`src/hdl/dsecd_pkg.sv`:
```
`default_nettype none

package dsecd_pkg;

   localparam int BYTE_W     = 8;
   localparam int CRC_W      = 16;
   localparam int STATUS_W   = 3;
   localparam int INDEX_W    = 6;
   localparam int COUNT_W    = 32;
   localparam int CSR_ADDR_W = 4;
   localparam int CSR_DATA_W = 16;

   localparam logic [CRC_W-1:0] CRC_POLY = 16'h1021;

   localparam logic [CRC_W-1:0]  CRC_INIT_RESET = 16'hFFFF;
   localparam logic [BYTE_W-1:0] ESCAPE_RESET   = 8'h10;
   localparam logic [BYTE_W-1:0] START_RESET    = 8'h02;
   localparam logic [BYTE_W-1:0] END_RESET      = 8'h03;

   localparam logic [CSR_ADDR_W-1:0] CSR_CRC_INIT = 4'd0;
   localparam logic [CSR_ADDR_W-1:0] CSR_ESCAPE   = 4'd1;
   localparam logic [CSR_ADDR_W-1:0] CSR_START    = 4'd2;
   localparam logic [CSR_ADDR_W-1:0] CSR_END      = 4'd3;

   typedef logic [STATUS_W-1:0] status_type;

   localparam status_type STAT_PAYLOAD  = 3'd0;
   localparam status_type STAT_EMPTY    = 3'd1;
   localparam status_type STAT_CRC_ERR  = 3'd2;
   localparam status_type STAT_OVERFLOW = 3'd3;
   localparam status_type STAT_BAD_ESC  = 3'd4;

   typedef struct packed {
      logic       store;
      logic       clear_fill;
      logic       start_crc;
      logic       crc_read;
      logic       emit_start;
      logic       emit_read;
      logic       load_payload;
      logic       event_load;
      status_type event_code;
   } dsecd_cmd_type;

   typedef struct packed {
      logic out_free;
      logic byte_is_escape;
      logic byte_is_start;
      logic byte_is_end;
      logic fill_at_limit;
      logic fill_ge2;
      logic idx_eq_len;
      logic idx_last;
      logic crc_pending;
      logic crc_match;
      logic len_zero;
   } dsecd_sts_type;

   function automatic logic [CRC_W-1:0] crc_byte(input logic [CRC_W-1:0] crc,
                                                 input logic [BYTE_W-1:0] data);
      logic [CRC_W-1:0] c;
      c = crc ^ {data, 8'h00};
      for (int b = 0; b < 8; b++) begin
         c = c[CRC_W-1] ? ((c << 1) ^ CRC_POLY) : (c << 1);
      end
      return c;
   endfunction

endpackage

`default_nettype wire

```
`src/hdl/dsecd_req_if.sv`:
```
`default_nettype none

interface dsecd_req_if import dsecd_pkg::*; ();
   logic              valid;
   logic              ready;
   logic [BYTE_W-1:0] rx_byte;

   modport source (output valid, output rx_byte, input ready);
   modport sink (input valid, input rx_byte, output ready);
endinterface

`default_nettype wire

```
`src/hdl/dsecd_rsp_if.sv`:
```
`default_nettype none

interface dsecd_rsp_if import dsecd_pkg::*; ();
   logic               valid;
   logic               ready;
   status_type         status;
   logic [BYTE_W-1:0]  payload_byte;
   logic [INDEX_W-1:0] byte_index;
   logic [INDEX_W-1:0] frame_length;
   logic               last;
   logic [COUNT_W-1:0] good_count;
   logic [COUNT_W-1:0] crc_error_count;
   logic [COUNT_W-1:0] overflow_count;
   logic [COUNT_W-1:0] escape_error_count;

   modport source (output valid, output status, output payload_byte, output byte_index,
                   output frame_length, output last, output good_count,
                   output crc_error_count, output overflow_count,
                   output escape_error_count, input ready);
   modport sink (input valid, input status, input payload_byte, input byte_index,
                 input frame_length, input last, input good_count,
                 input crc_error_count, input overflow_count,
                 input escape_error_count, output ready);
endinterface

`default_nettype wire

```
`src/hdl/dsecd_csr_if.sv`:
```
`default_nettype none

interface dsecd_csr_if import dsecd_pkg::*; ();
   logic                  valid;
   logic                  ready;
   logic [CSR_ADDR_W-1:0] addr;
   logic [CSR_DATA_W-1:0] wdata;

   modport source (output valid, output addr, output wdata, input ready);
   modport sink (input valid, input addr, input wdata, output ready);
endinterface

`default_nettype wire

```
`src/hdl/dsecd_ram.sv`:
```
`default_nettype none

module dsecd_ram #(
   parameter int WIDTH = 8,
   parameter int DEPTH = 64
) (
   input  wire logic                     clock,
   input  wire logic                     wr_en,
   input  wire logic [$clog2(DEPTH)-1:0] wr_addr,
   input  wire logic [WIDTH-1:0]         wr_data,
   input  wire logic                     rd_en,
   input  wire logic [$clog2(DEPTH)-1:0] rd_addr,
   output logic [WIDTH-1:0]              rd_data
);

   logic [WIDTH-1:0] mem_ff [DEPTH];

   always_ff @(posedge clock) begin
      if (wr_en) begin
         mem_ff[wr_addr] <= wr_data;
      end
      if (rd_en) begin
         rd_data <= mem_ff[rd_addr];
      end
   end

endmodule

`default_nettype wire

```
`src/hdl/dsecd_ctl.sv`:
```
`default_nettype none

module dsecd_ctl import dsecd_pkg::*; (
   input  wire logic           clock,
   input  wire logic           reset,
   input  wire logic           req_valid,
   output logic                req_ready,
   input  wire dsecd_sts_type  sts,
   output dsecd_cmd_type       cmd
);

   localparam logic [1:0] ST_IDLE    = 2'd0;
   localparam logic [1:0] ST_CRC     = 2'd1;
   localparam logic [1:0] ST_EMIT_RD = 2'd2;
   localparam logic [1:0] ST_EMIT_LD = 2'd3;

   logic [1:0] state_ff, state_in;
   logic       in_frame_ff, in_frame_in;
   logic       esc_ff, esc_in;
   logic       accept;
   logic       do_store;

   assign req_ready = (state_ff == ST_IDLE) && sts.out_free;
   assign accept    = req_valid && req_ready;

   always_comb begin
      state_in    = state_ff;
      in_frame_in = in_frame_ff;
      esc_in      = esc_ff;
      do_store    = 1'b0;
      cmd         = '0;
      unique case (state_ff)
         ST_IDLE: begin
            if (accept) begin
               if (!in_frame_ff) begin
                  if (esc_ff) begin
                     esc_in = 1'b0;
                     if (sts.byte_is_start) begin
                        in_frame_in    = 1'b1;
                        cmd.clear_fill = 1'b1;
                     end
                  end else if (sts.byte_is_escape) begin
                     esc_in = 1'b1;
                  end
               end else if (esc_ff) begin
                  esc_in = 1'b0;
                  if (sts.byte_is_escape) begin
                     do_store = 1'b1;
                  end else if (sts.byte_is_end) begin
                     in_frame_in    = 1'b0;
                     cmd.clear_fill = 1'b1;
                     if (!sts.fill_ge2) begin
                        cmd.event_load = 1'b1;
                        cmd.event_code = STAT_CRC_ERR;
                     end else begin
                        cmd.start_crc = 1'b1;
                        state_in      = ST_CRC;
                     end
                  end else begin
                     in_frame_in    = 1'b0;
                     cmd.clear_fill = 1'b1;
                     cmd.event_load = 1'b1;
                     cmd.event_code = STAT_BAD_ESC;
                  end
               end else if (sts.byte_is_escape) begin
                  esc_in = 1'b1;
               end else begin
                  do_store = 1'b1;
               end
            end
         end
         ST_CRC: begin
            if (!sts.idx_eq_len) begin
               cmd.crc_read = 1'b1;
            end else if (!sts.crc_pending && sts.out_free) begin
               if (!sts.crc_match) begin
                  cmd.event_load = 1'b1;
                  cmd.event_code = STAT_CRC_ERR;
                  state_in       = ST_IDLE;
               end else if (sts.len_zero) begin
                  cmd.event_load = 1'b1;
                  cmd.event_code = STAT_EMPTY;
                  state_in       = ST_IDLE;
               end else begin
                  cmd.emit_start = 1'b1;
                  state_in       = ST_EMIT_RD;
               end
            end
         end
         ST_EMIT_RD: begin
            if (sts.out_free) begin
               cmd.emit_read = 1'b1;
               state_in      = ST_EMIT_LD;
            end
         end
         ST_EMIT_LD: begin
            cmd.load_payload = 1'b1;
            state_in         = sts.idx_last ? ST_IDLE : ST_EMIT_RD;
         end
      endcase
      if (do_store) begin
         if (sts.fill_at_limit) begin
            in_frame_in    = 1'b0;
            esc_in         = 1'b0;
            cmd.clear_fill = 1'b1;
            cmd.event_load = 1'b1;
            cmd.event_code = STAT_OVERFLOW;
         end else begin
            cmd.store = 1'b1;
         end
      end
   end

   always_ff @(posedge clock) begin
      if (reset) begin
         state_ff    <= ST_IDLE;
         in_frame_ff <= 1'b0;
         esc_ff      <= 1'b0;
      end else begin
         state_ff    <= state_in;
         in_frame_ff <= in_frame_in;
         esc_ff      <= esc_in;
      end
   end

`ifndef SYNTHESIS
   a_check_outside_frame: assert property (@(posedge clock) disable iff (reset)
      (state_ff != ST_IDLE) |-> (!in_frame_ff && !esc_ff))
      else $error("Frame state is live while a closed frame is processed.");

   a_load_after_read: assert property (@(posedge clock) disable iff (reset)
      (state_ff == ST_EMIT_LD) |-> ($past(state_ff) == ST_EMIT_RD))
      else $error("Payload load was not preceded by a buffer read.");
`endif

endmodule

`default_nettype wire

```
`src/hdl/dsecd_dp.sv`:
```
`default_nettype none

module dsecd_dp import dsecd_pkg::*; #(
   parameter int FRAME_DEPTH = 64
) (
   input  wire logic              clock,
   input  wire logic              reset,
   input  wire logic [BYTE_W-1:0] rx_byte,
   input  wire dsecd_cmd_type     cmd,
   output dsecd_sts_type          sts,
   dsecd_rsp_if.source            rsp_chan,
   dsecd_csr_if.sink              csr_chan
);

   localparam int ADDR_W = $clog2(FRAME_DEPTH);
   localparam logic [ADDR_W-1:0] FILL_LIMIT = ADDR_W'(FRAME_DEPTH - 1);

   logic [CRC_W-1:0]   crc_init_ff, crc_init_in;
   logic [BYTE_W-1:0]  escape_ff, escape_in;
   logic [BYTE_W-1:0]  start_ff, start_in;
   logic [BYTE_W-1:0]  etx_ff, etx_in;
   logic [ADDR_W-1:0]  fill_ff, fill_in;
   logic [BYTE_W-1:0]  prev_ff, prev_in;
   logic [BYTE_W-1:0]  last_byte_ff, last_byte_in;
   logic [ADDR_W-1:0]  len_ff, len_in;
   logic [ADDR_W-1:0]  idx_ff, idx_in;
   logic [CRC_W-1:0]   crc_ff, crc_in;
   logic               pend_ff, pend_in;
   logic               out_valid_ff, out_valid_in;
   status_type         out_status_ff, out_status_in;
   logic [BYTE_W-1:0]  out_byte_ff, out_byte_in;
   logic [INDEX_W-1:0] out_index_ff, out_index_in;
   logic [INDEX_W-1:0] out_length_ff, out_length_in;
   logic               out_last_ff, out_last_in;
   logic [COUNT_W-1:0] good_ff, good_in;
   logic [COUNT_W-1:0] crc_err_ff, crc_err_in;
   logic [COUNT_W-1:0] ovf_ff, ovf_in;
   logic [COUNT_W-1:0] esc_err_ff, esc_err_in;
   logic [BYTE_W-1:0]  ram_rdata;
   logic               out_free;

   dsecd_ram #(
      .WIDTH (BYTE_W),
      .DEPTH (FRAME_DEPTH)
   ) u_frame_ram (
      .clock   (clock),
      .wr_en   (cmd.store),
      .wr_addr (fill_ff),
      .wr_data (rx_byte),
      .rd_en   (cmd.crc_read || cmd.emit_read),
      .rd_addr (idx_ff),
      .rd_data (ram_rdata)
   );

   assign out_free = !out_valid_ff || rsp_chan.ready;

   always_comb begin
      sts.out_free       = out_free;
      sts.byte_is_escape = (rx_byte == escape_ff);
      sts.byte_is_start  = (rx_byte == start_ff);
      sts.byte_is_end    = (rx_byte == etx_ff);
      sts.fill_at_limit  = (fill_ff == FILL_LIMIT);
      sts.fill_ge2       = (fill_ff >= ADDR_W'(2));
      sts.idx_eq_len     = (idx_ff == len_ff);
      sts.idx_last       = (idx_ff == (len_ff - ADDR_W'(1)));
      sts.crc_pending    = pend_ff;
      sts.crc_match      = (crc_ff == {last_byte_ff, prev_ff});
      sts.len_zero       = (len_ff == '0);
   end

   always_comb begin
      crc_init_in = crc_init_ff;
      escape_in   = escape_ff;
      start_in    = start_ff;
      etx_in      = etx_ff;
      if (csr_chan.valid) begin
         unique case (csr_chan.addr)
            CSR_CRC_INIT: crc_init_in = csr_chan.wdata;
            CSR_ESCAPE:   escape_in   = csr_chan.wdata[BYTE_W-1:0];
            CSR_START:    start_in    = csr_chan.wdata[BYTE_W-1:0];
            CSR_END:      etx_in      = csr_chan.wdata[BYTE_W-1:0];
            default: ;
         endcase
      end

      fill_in      = fill_ff;
      prev_in      = prev_ff;
      last_byte_in = last_byte_ff;
      if (cmd.clear_fill) begin
         fill_in = '0;
      end else if (cmd.store) begin
         fill_in = fill_ff + ADDR_W'(1);
      end
      if (cmd.store) begin
         prev_in      = last_byte_ff;
         last_byte_in = rx_byte;
      end

      len_in = cmd.start_crc ? (fill_ff - ADDR_W'(2)) : len_ff;

      idx_in = idx_ff;
      if (cmd.start_crc || cmd.emit_start) begin
         idx_in = '0;
      end else if (cmd.crc_read || cmd.load_payload) begin
         idx_in = idx_ff + ADDR_W'(1);
      end

      pend_in = cmd.crc_read;
      crc_in  = crc_ff;
      if (cmd.start_crc) begin
         crc_in = crc_init_ff;
      end else if (pend_ff) begin
         crc_in = crc_byte(crc_ff, ram_rdata);
      end

      out_valid_in  = out_valid_ff;
      out_status_in = out_status_ff;
      out_byte_in   = out_byte_ff;
      out_index_in  = out_index_ff;
      out_length_in = out_length_ff;
      out_last_in   = out_last_ff;
      if (cmd.event_load) begin
         out_valid_in  = 1'b1;
         out_status_in = cmd.event_code;
         out_byte_in   = '0;
         out_index_in  = '0;
         out_length_in = '0;
         out_last_in   = 1'b1;
      end else if (cmd.load_payload) begin
         out_valid_in  = 1'b1;
         out_status_in = STAT_PAYLOAD;
         out_byte_in   = ram_rdata;
         out_index_in  = INDEX_W'(idx_ff);
         out_length_in = INDEX_W'(len_ff);
         out_last_in   = sts.idx_last;
      end else if (rsp_chan.ready) begin
         out_valid_in = 1'b0;
      end

      good_in    = good_ff;
      crc_err_in = crc_err_ff;
      ovf_in     = ovf_ff;
      esc_err_in = esc_err_ff;
      if (cmd.emit_start) begin
         good_in = good_ff + COUNT_W'(1);
      end
      if (cmd.event_load) begin
         unique case (cmd.event_code)
            STAT_EMPTY:    good_in    = good_ff + COUNT_W'(1);
            STAT_CRC_ERR:  crc_err_in = crc_err_ff + COUNT_W'(1);
            STAT_OVERFLOW: ovf_in     = ovf_ff + COUNT_W'(1);
            STAT_BAD_ESC:  esc_err_in = esc_err_ff + COUNT_W'(1);
            default: ;
         endcase
      end
   end

   always_ff @(posedge clock) begin
      if (reset) begin
         crc_init_ff  <= CRC_INIT_RESET;
         escape_ff    <= ESCAPE_RESET;
         start_ff     <= START_RESET;
         etx_ff       <= END_RESET;
         fill_ff      <= '0;
         pend_ff      <= 1'b0;
         out_valid_ff <= 1'b0;
         good_ff      <= '0;
         crc_err_ff   <= '0;
         ovf_ff       <= '0;
         esc_err_ff   <= '0;
      end else begin
         crc_init_ff  <= crc_init_in;
         escape_ff    <= escape_in;
         start_ff     <= start_in;
         etx_ff       <= etx_in;
         fill_ff      <= fill_in;
         pend_ff      <= pend_in;
         out_valid_ff <= out_valid_in;
         good_ff      <= good_in;
         crc_err_ff   <= crc_err_in;
         ovf_ff       <= ovf_in;
         esc_err_ff   <= esc_err_in;
      end
   end

   always_ff @(posedge clock) begin
      prev_ff       <= prev_in;
      last_byte_ff  <= last_byte_in;
      len_ff        <= len_in;
      idx_ff        <= idx_in;
      crc_ff        <= crc_in;
      out_status_ff <= out_status_in;
      out_byte_ff   <= out_byte_in;
      out_index_ff  <= out_index_in;
      out_length_ff <= out_length_in;
      out_last_ff   <= out_last_in;
   end

   assign csr_chan.ready              = 1'b1;
   assign rsp_chan.valid              = out_valid_ff;
   assign rsp_chan.status             = out_status_ff;
   assign rsp_chan.payload_byte       = out_byte_ff;
   assign rsp_chan.byte_index         = out_index_ff;
   assign rsp_chan.frame_length       = out_length_ff;
   assign rsp_chan.last               = out_last_ff;
   assign rsp_chan.good_count         = good_ff;
   assign rsp_chan.crc_error_count    = crc_err_ff;
   assign rsp_chan.overflow_count     = ovf_ff;
   assign rsp_chan.escape_error_count = esc_err_ff;

`ifndef SYNTHESIS
   a_store_below_limit: assert property (@(posedge clock) disable iff (reset)
      cmd.store |-> (fill_ff != FILL_LIMIT))
      else $error("Byte stored into a full frame buffer.");

   a_load_into_free_slot: assert property (@(posedge clock) disable iff (reset)
      (cmd.event_load || cmd.load_payload) |-> out_free)
      else $error("Result register overwritten before its transaction.");

   a_crc_read_in_range: assert property (@(posedge clock) disable iff (reset)
      cmd.crc_read |-> (idx_ff != len_ff))
      else $error("CRC pass read beyond the frame payload.");
`endif

endmodule

`default_nettype wire

```
`src/hdl/dle_stx_etx_crc_deframer_unit.sv`:
```
// Deframer for a DLE/STX/ETX byte-stuffed link with a CRC-16-CCITT trailer.
// The req_chan channel takes one received byte per transaction; csr_chan writes
// the CRC initial value and the escape, start and end codes (index 0 to 3).
// Each frame is stored unstuffed in an internal buffer of FRAME_DEPTH bytes.
// The rsp_chan channel returns one transaction per payload byte of a good
// frame, a single empty-frame result, or one error event (CRC error, overflow,
// bad escape); every result carries the four running frame counters.
// Bytes that end no frame stream at one per cycle while the output register is
// free. At a frame end the block reads the buffer once to compute the CRC, then
// reads it again to emit the payload, one byte per read through the single
// buffer read port and its registered read data. No new byte is taken during
// these passes. Results are held in an output register; a stalled receiver
// holds the result and blocks further input until it is taken.
// Reset restores the register defaults, clears the counters and returns the
// block to hunting for a start sequence; the buffer itself is not cleared.
`default_nettype none

module dle_stx_etx_crc_deframer_unit import dsecd_pkg::*; #(
   parameter int FRAME_DEPTH = 64
) (
   input  wire logic    clock,
   input  wire logic    reset,
   dsecd_req_if.sink    req_chan,
   dsecd_rsp_if.source  rsp_chan,
   dsecd_csr_if.sink    csr_chan
);

   dsecd_cmd_type cmd;
   dsecd_sts_type sts;
   logic          req_ready;

   assign req_chan.ready = req_ready;

   dsecd_ctl u_ctl (
      .clock     (clock),
      .reset     (reset),
      .req_valid (req_chan.valid),
      .req_ready (req_ready),
      .sts       (sts),
      .cmd       (cmd)
   );

   dsecd_dp #(
      .FRAME_DEPTH (FRAME_DEPTH)
   ) u_dp (
      .clock    (clock),
      .reset    (reset),
      .rx_byte  (req_chan.rx_byte),
      .cmd      (cmd),
      .sts      (sts),
      .rsp_chan (rsp_chan),
      .csr_chan (csr_chan)
   );

endmodule

`default_nettype wire
```
`src/flat_wrapper.sv`:
```
// flat-port wrapper written by rule: the top's interface ports become plain ports
module dle_stx_etx_crc_deframer_unit_flat import dsecd_pkg::*;
#(
   parameter int FRAME_DEPTH = 64
)
  (clock, reset, req_chan_valid, req_chan_rx_byte, req_chan_ready, rsp_chan_valid, rsp_chan_status, rsp_chan_payload_byte, rsp_chan_byte_index, rsp_chan_frame_length, rsp_chan_last, rsp_chan_good_count, rsp_chan_crc_error_count, rsp_chan_overflow_count, rsp_chan_escape_error_count, rsp_chan_ready, csr_chan_valid, csr_chan_addr, csr_chan_wdata, csr_chan_ready);
  dsecd_req_if req_chan_i ();
  dsecd_rsp_if rsp_chan_i ();
  dsecd_csr_if csr_chan_i ();
  input  wire logic clock;
  input  wire logic reset;
  input wire logic [$bits(req_chan_i.valid)-1:0] req_chan_valid;
  input wire logic [$bits(req_chan_i.rx_byte)-1:0] req_chan_rx_byte;
  output wire logic [$bits(req_chan_i.ready)-1:0] req_chan_ready;
  output wire logic [$bits(rsp_chan_i.valid)-1:0] rsp_chan_valid;
  output wire logic [$bits(rsp_chan_i.status)-1:0] rsp_chan_status;
  output wire logic [$bits(rsp_chan_i.payload_byte)-1:0] rsp_chan_payload_byte;
  output wire logic [$bits(rsp_chan_i.byte_index)-1:0] rsp_chan_byte_index;
  output wire logic [$bits(rsp_chan_i.frame_length)-1:0] rsp_chan_frame_length;
  output wire logic [$bits(rsp_chan_i.last)-1:0] rsp_chan_last;
  output wire logic [$bits(rsp_chan_i.good_count)-1:0] rsp_chan_good_count;
  output wire logic [$bits(rsp_chan_i.crc_error_count)-1:0] rsp_chan_crc_error_count;
  output wire logic [$bits(rsp_chan_i.overflow_count)-1:0] rsp_chan_overflow_count;
  output wire logic [$bits(rsp_chan_i.escape_error_count)-1:0] rsp_chan_escape_error_count;
  input wire logic [$bits(rsp_chan_i.ready)-1:0] rsp_chan_ready;
  input wire logic [$bits(csr_chan_i.valid)-1:0] csr_chan_valid;
  input wire logic [$bits(csr_chan_i.addr)-1:0] csr_chan_addr;
  input wire logic [$bits(csr_chan_i.wdata)-1:0] csr_chan_wdata;
  output wire logic [$bits(csr_chan_i.ready)-1:0] csr_chan_ready;
  assign req_chan_i.valid = req_chan_valid;
  assign req_chan_i.rx_byte = req_chan_rx_byte;
  assign req_chan_ready = req_chan_i.ready;
  assign rsp_chan_valid = rsp_chan_i.valid;
  assign rsp_chan_status = rsp_chan_i.status;
  assign rsp_chan_payload_byte = rsp_chan_i.payload_byte;
  assign rsp_chan_byte_index = rsp_chan_i.byte_index;
  assign rsp_chan_frame_length = rsp_chan_i.frame_length;
  assign rsp_chan_last = rsp_chan_i.last;
  assign rsp_chan_good_count = rsp_chan_i.good_count;
  assign rsp_chan_crc_error_count = rsp_chan_i.crc_error_count;
  assign rsp_chan_overflow_count = rsp_chan_i.overflow_count;
  assign rsp_chan_escape_error_count = rsp_chan_i.escape_error_count;
  assign rsp_chan_i.ready = rsp_chan_ready;
  assign csr_chan_i.valid = csr_chan_valid;
  assign csr_chan_i.addr = csr_chan_addr;
  assign csr_chan_i.wdata = csr_chan_wdata;
  assign csr_chan_ready = csr_chan_i.ready;
  dle_stx_etx_crc_deframer_unit #(.FRAME_DEPTH(FRAME_DEPTH)) u_core (.clock(clock), .reset(reset), .req_chan(req_chan_i), .rsp_chan(rsp_chan_i), .csr_chan(csr_chan_i));
endmodule
```
`config.mk`:
```
export PLATFORM = sky130hd
export DESIGN_NAME = dle_stx_etx_crc_deframer_unit_flat
export DESIGN_NICKNAME = d
export VERILOG_FILES = /design/src/hdl/dsecd_pkg.sv /design/src/hdl/dsecd_req_if.sv /design/src/hdl/dsecd_rsp_if.sv /design/src/hdl/dsecd_csr_if.sv /design/src/hdl/dsecd_ram.sv /design/src/hdl/dsecd_ctl.sv /design/src/hdl/dsecd_dp.sv /design/src/hdl/dle_stx_etx_crc_deframer_unit.sv /design/src/flat_wrapper.sv
export SDC_FILE = /design/constraint.sdc
export NUM_CORES = 1
export LEC_CHECK = 0
export BUFFER_PORTS_ARGS = -buffer_cell sky130_fd_sc_hd__clkbuf_2
export CAP_MARGIN = 20
export CORE_MARGIN = 2
export CORE_UTILIZATION = 60
export CTS_CLUSTER_DIAMETER = 80
export CTS_CLUSTER_SIZE = 28
export DETAILED_ROUTE_END_ITERATION = 12
export GPL_TIMING_DRIVEN = 0
export PLACE_DENSITY_LB_ADDON = 0.25
export REMOVE_ABC_BUFFERS = 1
export SYNTH_ARGS = -nofsm -noshare
export SYNTH_HDL_FRONTEND = slang
export SYNTH_HIERARCHICAL = 1
export SYNTH_SLANG_ARGS = --single-unit
```
`constraint.sdc`:
```
create_clock -name clock -period 13.6 [get_ports clock]
set_input_delay 1.36 -clock clock [delete_from_list [all_inputs] [get_ports clock]]
set_output_delay 1.36 -clock clock [all_outputs]
set_load 0.02 [all_outputs]
```
Yosys cells after proc, flatten, opt, wreduce, memory -nomap -nowiden
Memories as Yosys holds them, arrays and structs flattened. A register that Yosys moved wholly into a read port is not among the register bits. Cells that the tools add are included.

Bitwise gates (word level): 9. Reductions and logical operators: 24. Multiplexer cells: 85. Eq/ne operators: 26. Add/subtract/negate cells: 8. Magnitude comparators: 1.

Operator list (count): 32-bit by 1-bit adder with 32-bit output (second input constant) (4); 13-bit two-way mux (8); 32-bit two-way mux (3); 4-bit two-way mux (12); 1-bit two-way mux (38); 2-bit two-way mux (18); 16-bit two-way mux (2); 8-bit == test (3); 3-bit inverter (8); 16-bit == test (1); 2-bit != test (second input constant) (8); 16-bit bitwise XOR (1); 2-bit AND reduction (7); 6-bit by 1-bit adder with 6-bit output (second input constant) (2); 6-bit == test (2); 9-bit AND reduction (1); 4-bit by 2-bit == test with 1-bit output (second input constant) (2); 2-bit one-hot mux with 4 select lines (1); 4-bit one-hot mux with 2 select lines (1); 3-bit by 2-bit == test with 1-bit output (second input constant) (2); 6-bit == test (second input constant) (1); 6-bit by 2-bit >= comparator with 1-bit output (second input constant) (1); 6-bit zero test (1); 3-bit two-way mux (2); other kinds (16) (24).

Memories: 1. RAM bits: 512. Bits in registers: 248. Logic and storage cells: 178. Output and inout port bits: 155. Bits of input ports: 33.

Memory list: u_core.u_dp.u_frame_ram.mem_ff (words 64, bits a word 8, rd ports 1, clocked after Yosys merged registers in 1, wr ports 1, line dsecd_ram.sv:16) `logic [WIDTH-1:0] mem_ff [DEPTH];`.

Depth between registers and ports, before layout
Gate-level depths: netlist of run 1.

Depth after elaboration: 19. Gate-level depth with buffers: 15. Mapped depth without buffers: 13.

By module
The synthesis of run 1 kept the hierarchy.

By module, submodules not included: dsecd_ram (instances 1, cells an instance 972, seq. area each 15615.0 µm², area an instance 20270.7 µm²); dsecd_dp (instances 1, cells an instance 1143, seq. area each 5295.1 µm², area an instance 10950.5 µm²); dsecd_ctl (instances 1, cells an instance 55, seq. area each 80.1 µm², area an instance 421.7 µm²).

Worst setup path after synthesis of run 1
No wires, ideal clock.

Kind: in2reg. From: in req_chan_rx_byte[2]. To: mem u_core.u_dp.u_frame_ram.mem_ff[27][0] (enable). Setup time: 0.370 ns. Setup slack: 7.936 ns. Path buffers: 1. Arrival: 5.293 ns. Required time: 13.230 ns. Cell stages on the path: 10. Path through: xnor2_1 -> nand4_1 -> nor2_1 -> inv_1 -> ha_1 -> nor3b_1 -> inv_1 -> or2_2 -> clkbuf_1 -> nor2_1.

RTL lines: start: declaration (line flat_wrapper.sv:13) `input wire logic [$bits(req_chan_i.rx_byte)-1:0] req_chan_rx_byte;`; end: declaration (line dsecd_ram.sv:16).

==> impl_metrics.csv, run 1 <==
group,metric,value,unit
yosys,synth_ff_type,"edfxtp_1",
yosys,synth_edf_count,561,
clock_network,hold_buffers,0,
drt,num_vias,18800,
power,p_per_area,110,nW/µm²
die,rows,84,
clock_network,cts_sinks,768,
power,pwr-share-clk,0.328,
die,initial_core_util,0.605,
die,core_area,52300,µm²
drt,drtIter0Drc,1865,
timing,min_period_over_period,0.430,
setup_path,cp.arrival,6370,ps
timing,setup_slack,7750,ps
worst_hold_path,hold_class,"flip-flop to flip-flop",
timing,tightest_slew,1100,ps
yosys,ys_top_cells_by_area,"edfxtp_1 (53%), dfxtp_1 (13%), mux4_2 (8.8%), nor2_1 (3.4%), xnor2_1 (2.8%)",
finish,area_growth,9.31,%
grt,met3_usage,0.0399,
clock_network,cts-resized-gates,0,
setup_path,cp-start-kind,"input pin",
power,power.internal,3.05,mW
yosys,ys_seq_elements,768,
grt,grt_use_met2,0.429,
power,netSwitchingFraction,0.201,
clock_network,insertion_delay,590,ps
drt,drc,0,
setup_path,crit_type,"input pin to flip-flop",
yosys,yosys.area.top_type,"edfxtp_1",
finish,seqCellArea,21000,µm²
die,die_h,234,µm
grt,overflow,0,
die,boundaryPins,188,
finish,fill_cells,3716,
timing,tns,0,ps
status,run_status,"finished clean",
timing,setup_viol,0,
power,ir_worst_vdd,0.101,mV
grt,gr-max-usage-layer,"met2",
grt,antenna_found_initial,0,
timing,slew_viol_final,0,
yosys,synthArstFlopShare,0,
drt,routed_via_density,6.22,
yosys,avgSynthCellArea,14.6,µm²
yosys,ys_warn_count,6,
yosys,synth_cells,2170,
timing,rsz0062_at_grt,"false",
setup_path,worstPathMaxFanout,37,
timing,period_needed,5850,ps
clock_network,path_clk_slew,100,ps
clock_network,cts_root_buf,"clkbuf_16",
timing,fmax,171,MHz
yosys,yosysUniqueCellTypes,73,
drt,ant_nets,0,
grt,grt_usage,0.257,
timing,final.setup_skew,22.1,ps
place,portBuffers,186,
yosys,synth-seq-area-share,0.663,
yosys,synth.top_cell.area_share,0.532,
grt,grt_pass1_wl,106,mm
timing,hold_violations,0,
clock_network,post_cts_buffers,0,
clock_network,cts_buffer_depth,3,
grt,grt_start_max_net_pins,126,
die,die_w,234,µm
drt,wl_per_cell,23.1,µm
die,dieArea,54600,µm²
grt,grt.met1_usage,0.352,
finish,multi_input_area,10000,µm²
clock_network,cts_tree,"yes",
drt,wl,69.9,mm
finish,layout-drive-gt1-share,0.187,
place,place_ws,7100,ps
power,p_comb_frac,0.016,
yosys,syn_area,31600,µm²
setup_path,end_kind,"flip-flop",
drt,drt_pass1_iterations,6,
clock_network,cts_max_level,2,
setup_path,worstPathRequired,14120,ps
power,power_frac_seq,0.656,
flow_run,max_cap_violations,0,
grt,grt_pass1_vias,18300,
finish,nets,2364,
place,hpwlAfterDp,46.2,mm
clock_network,numCtsBuffers,36,
timing,max_slew_margin,0.267,
power,p_switching,0.768,mW
place,gp_congestion,0.870,
power,p_leak,11.6,nW
==> path summary, 6_finish.rpt <==
path                                                            start                                                  endpoint  slack, ps  cells past startpoint
worst max register to register     u_core/u_dp/idx_ff[5]$_SDFFE_PP0P_  u_core/u_dp/rsp_chan.escape_error_count[31]$_SDFFE_PP0P_       8930                     11
worst min-delay path            u_core/u_dp/last_byte_ff[0]$_DFFE_PP_                          u_core/u_dp/prev_ff[0]$_DFFE_PP_        490                      0
worst max-delay path                              req_chan_rx_byte[5]  u_core/u_dp/rsp_chan.escape_error_count[31]$_SDFFE_PP0P_       7750                     13
worst min register to register  u_core/u_dp/last_byte_ff[0]$_DFFE_PP_                          u_core/u_dp/prev_ff[0]$_DFFE_PP_        490                      0
==> power by group through the flow <==
stage | logic [mW] | clock network [mW] | registers (mW)
after floorplan | 0.0108 | 0 | 2.56
after global placement | 0.0517 | 0 | 2.56
after detailed placement | 0.0624 | 0 | 2.56
after CTS | 0.0625 | 1.29 | 2.50
after global routing | 0.0676 | 1.36 | 2.51
final | 0.0616 | 1.25 | 2.50
==> placed cells by master (no fill, tap or decap), types with 8 or more instances in the layout <==
| master | count |
|---|---|
| edfxtp_1 | 561 |
| nor2_1 | 284 |
| dfxtp_1 | 202 |
| clkbuf_2 | 185 |
| mux4_2 | 124 |
| xnor2_1 | 101 |
| xor2_1 | 93 |
| nand2_1 | 92 |
| nand4_1 | 70 |
| nand3_1 | 66 |
| mux2i_1 | 59 |
| clkbuf_16 | 38 |
| nor2b_1 | 35 |
| o21ai_0 | 34 |
| inv_1 | 30 |
| a21oi_1 | 27 |
| nor3_1 | 26 |
| o22ai_1 | 23 |
| a211o_1 | 21 |
| and3_1 | 16 |
| or3_1 | 15 |
| ha_1 | 14 |
| or2_2 | 13 |
| nor4_1 | 12 |
| buf_16 | 10 |
| and2_1 | 9 |
| and4_1 | 9 |
| buf_12 | 9 |
| a31oi_1 | 8 |
| a22oi_1 | 8 |
==> area by class of cell <==
| cell class | instances | area share |
|---|---|---|
| antenna | 1 | 0.0000723 |
| multi-input combinational | 1265 | 0.290 |
| timing repair buffer | 214 | 0.0430 |
| inverter | 32 | 0.00347 |
| clock buffer | 44 | 0.0281 |
| tap | 688 | 0.0249 |
| clock inverter | 10 | 0.00322 |
| sequential | 768 | 0.607 |
==> registers in the layout, summed over array words and instances (netlist names), 2 cells and up <==
signal,count
u_core/u_dp/u_frame_ram/mem_ff,512
u_core/u_dp/rsp_chan.crc_error_count,32
u_core/u_dp/rsp_chan.escape_error_count,32
u_core/u_dp/rsp_chan.good_count,32
u_core/u_dp/rsp_chan.overflow_count,32
u_core/u_dp/crc_ff,16
u_core/u_dp/crc_init_ff,16
u_core/u_dp/escape_ff,8
u_core/u_dp/etx_ff,8
u_core/u_dp/last_byte_ff,8
u_core/u_dp/prev_ff,8
u_core/u_dp/rsp_chan.payload_byte,8
u_core/u_dp/start_ff,8
u_core/u_dp/u_frame_ram/rd_data,8
u_core/u_dp/fill_ff,6
u_core/u_dp/idx_ff,6
u_core/u_dp/len_ff,6
u_core/u_dp/rsp_chan.byte_index,6
u_core/u_dp/rsp_chan.frame_length,6
u_core/u_dp/rsp_chan.status,3
u_core/u_ctl/state_ff,2
==> routing by layer <==
| layer | vias to the layer above | part of all wire |
|---|---|---|
| met3 | 110 | 0.073 |
| met5 | - | 0 |
| met2 | 710 | 0.49 |
| met1 | 9532 | 0.41 |
| met4 | 0 | 0.026 |
| li1 | 8437 | - |
==> synthesized netlist by cell type (8+ instances only) <==
cell type,count
nor2_1,284
or3_1,15
and4_1,9
and2_1,9
or2_2,13
nand2_1,92
edfxtp_1,561
buf_2,17
xnor2_1,101
a211o_1,21
a21oi_1,27
nand4_1,70
nand3_1,66
mux4_2,124
nor4_1,12
dfxtp_1,207
ha_1,14
nor2b_1,35
mux2i_1,59
clkbuf_1,64
nor3_1,27
o22ai_1,24
a22oi_1,8
buf_4,13
a31oi_1,8
xor2_1,93
o21ai_0,35
inv_1,30
and3_1,16
==> cell families after synthesis <==
family,count (synthesis),synth area share
other cells,1,0.000119
compound gates,166,0.0355
flops,768,0.663
xor+xnor,194,0.0537
simple gates,699,0.112
buf+inv,137,0.0202
fa+ha+maj,14,0.00554
mux,191,0.110
==> worst max-delay path, stage by stage <==
cell	delay, ps
clkbuf_2	500
xnor2_1	400
nand4_1	150
nor2_1	390
inv_1	120
ha_1	360
and2_1	230
nor4_1	820
and4bb_1	540
and4_1	610
nand4_1	270
or3_1	400
a21oi_1	140
==> stage by stage <==
stage                     cell area, µm²  power (mW)  hold slack (ps)   util  std cells
after floorplan                    31100        2.57              449      -       2065
after global placement             32900        2.61              455  0.629       2939
after detailed placement           33500        2.62              460  0.640       2966
after CTS                          34600        3.85              490  0.660       3020
after global routing               34600        3.93              501  0.661       3021
final                              34600        3.82              486  0.661       3022
Power figures use the tool's default switching activity.
==> run 2: changes to the inputs <==
- CORE_UTILIZATION: 60 -> 55
- clock period: 13.6 -> 5.3 ns (I/O delays scaled with it)
==> run 2 against run 1 <==
  * Via count decreased by 0.83%
  * Sequential share of layout area decreased by 0.26 points
  * Register-to-register slack got worse by 8400 ps
  * Non-clock buffer count decreased by 3
  * Critical path type unchanged
  * First-iteration DRC count unchanged
  * Power increased to 2.6 times the previous value
==> impl_metrics.csv, run 2 (synthesized netlist as in run 1, its figures left out) <==
group,metric,value,unit
power,total_power,9.96,mW
power,p_per_area,287,nW/µm²
grt,antenna_found_initial,1,
finish,area_growth,9.79,%
power,ir_worst_vdd,0.296,mV
clock_network,cts_sinks,768,
setup_path,end_kind,"flip-flop",
finish,layout-drive-gt1-share,0.190,
clock_network,cts_buffer_depth,3,
clock_network,insertion_delay,610,ps
worst_hold_path,hold_class,"input pin to flip-flop",
setup_path,cpMaxStageDelayCell,"clkbuf_2",
drt,drt_pass1_iterations,5,
timing,setup_viol,0,
setup_path,r2r_start,"u_core/u_dp/idx_ff[5]$_SDFFE_PP0P_",
setup_path,slowest_delay,580,ps
place,gp_congestion,0.858,
place,post_dp_cell_area,33500,µm²
grt,grt_start_max_net_pins,122,
setup_path,worstPathRequired,5770,ps
timing,fmax,205,MHz
clock_network,numCtsBuffers,37,
worst_hold_path,min-delay-start,"csr_chan_wdata[13]",
die,die_h,244,µm
clock_network,cts_tree,"yes",
power,p_leak,11.6,nW
clock_network,hold_buffers,0,
finish,largest_reg_flops,512,
timing,period_needed,4880,ps
flow_run,max_cap_violations,0,
finish,antenna-diode-count,0,
setup_path,cp.arrival,5350,ps
timing,min_period_over_period,0.921,
die,rows,87,
timing,final.setup_skew,22.4,ps
drt,num_vias,18600,
drt,drc,0,
finish,nets,2362,
drt,wl,69.4,mm
timing,max_slew_margin,0.254,
clock_network,path_clk_slew,110,ps
die,boundaryPins,188,
drt,drtIter0Drc,1865,
clock_network,cts_root_buf,"clkbuf_16",
finish,final_cell_mix,"edfxtp_1 (561), nor2_1 (284), dfxtp_1 (202)",
setup_path,r2r_slack,580,ps
die,initial_core_util,0.559,
finish,largest-register,"u_core/u_dp/u_frame_ram/mem_ff",
drt,routed_via_density,6.03,
finish,fill_cells,4213,
die,dieArea,59500,µm²
clock_network,post_cts_buffers,0,
setup_path,cp-start-kind,"input pin",
die,die_w,244,µm
timing,tightest_slew,1110,ps
grt,grt_usage,0.232,
setup_path,worstSetupStartpoint,"req_chan_rx_byte[4]",
setup_path,path_common_cell,"a21oi_1",
timing,slew_viol_final,0,
status,run_status,"finished clean",
clock_network,cts_max_level,2,
setup_path,worstPathMaxFanout,35,
setup_path,crit_type,"input pin to flip-flop",
timing,rsz0062_at_grt,"false",
grt,grt_pass1_wl,106,mm
finish,final_area,34700,µm²
timing,hold_violations,0,
grt,overflow,0,
die,core_area,56600,µm²
finish,final_common_cell,"edfxtp_1",
grt,grt_pass1_vias,18200,
setup_path,cp_cell_sequence,"clkbuf_2 > buf_12 > xnor2_1 > nand4_1 > nor2_1 > inv_1 > ha_1 > and2_1 > a21oi_1 > o22ai_2 > buf_8 > and4bb_2 > o2111ai_1 > buf_6 > nor4_2 > a31o_2 > a21oi_1",
place,portBuffers,186,
place,hpwlAfterDp,45.5,mm
drt,ant_nets,0,
drt,wl_per_cell,22.4,µm
run 2: where the power goes:
part           total [mW]  switching, mW  internal [mW]
logic               0.153          0.114         0.0381
registers            6.43        0.00311           6.42
clock network        3.38           1.90           1.48
total                9.96           2.02           7.94
run 2: metal layers:
metal,track usage,part of all wire,vias up
met4,0.0622,0.023,2
met5,0,0.00027,-
met3,0.0323,0.068,92
met2,0.391,0.49,697
met1,0.319,0.42,9408
li1,-,-,8434
run 2: layout make-up:
| cell class | count | area, µm² | area share |
|---|---|---|---|
| Clock buffer | 42 | 987 | 0.0284 |
| Timing Repair Buffer | 211 | 1430 | 0.0411 |
| Multi-Input combinational cell | 1265 | 10000 | 0.289 |
| Clock inverter | 18 | 218 | 0.00627 |
| Sequential cell | 768 | 21000 | 0.605 |
| Tap cell | 756 | 946 | 0.0272 |
| Inverter | 32 | 120 | 0.00346 |
run 2: repair_timing:
item                                    CTS  global route
endpoints found under the setup margin    0             2
resized for setup                         0             1
endpoints found under the hold margin     0             0
run 2: stage by stage:
stage / worst slack, ps / utilization / cells / hold WS, ps / TNS (ps)
2_1_floorplan: -3800 / - / 2065 / 449 / -534790
3_3_place_gp: -7160 / 0.583 / 3007 / 455 / -2447210
3_5_place_dp: -350 / 0.592 / 3031 / 468 / -1620
4_1_cts: 254 / 0.613 / 3091 / 112 / 0
5_1_grt: 36.0 / 0.614 / 3092 / 121 / 0
6_report: 416 / 0.614 / 3092 / 134 / 0
run 2: path summary, 6_finish.rpt:
path | end | depth (start not counted)
max | u_core/u_dp/rsp_chan.good_count[28]$_SDFF_PP0_ | 17
min reg2reg | u_core/u_dp/prev_ff[6]$_DFFE_PP_ | 0
max reg2reg | u_core/u_dp/rsp_chan.good_count[28]$_SDFF_PP0_ | 13
min | u_core/u_dp/crc_init_ff[13]$_SDFFE_PP1P_ | 2
run 2: critical path, delay by kind of cell:
kind	cells	cell delay, ps
AO/OA/AOI/OAI	5	1240
adder cells (fa/ha/maj)	1	360
XOR/XNOR	1	150
AND/OR/NAND/NOR	5	1450
buffers and inverters	5	1550
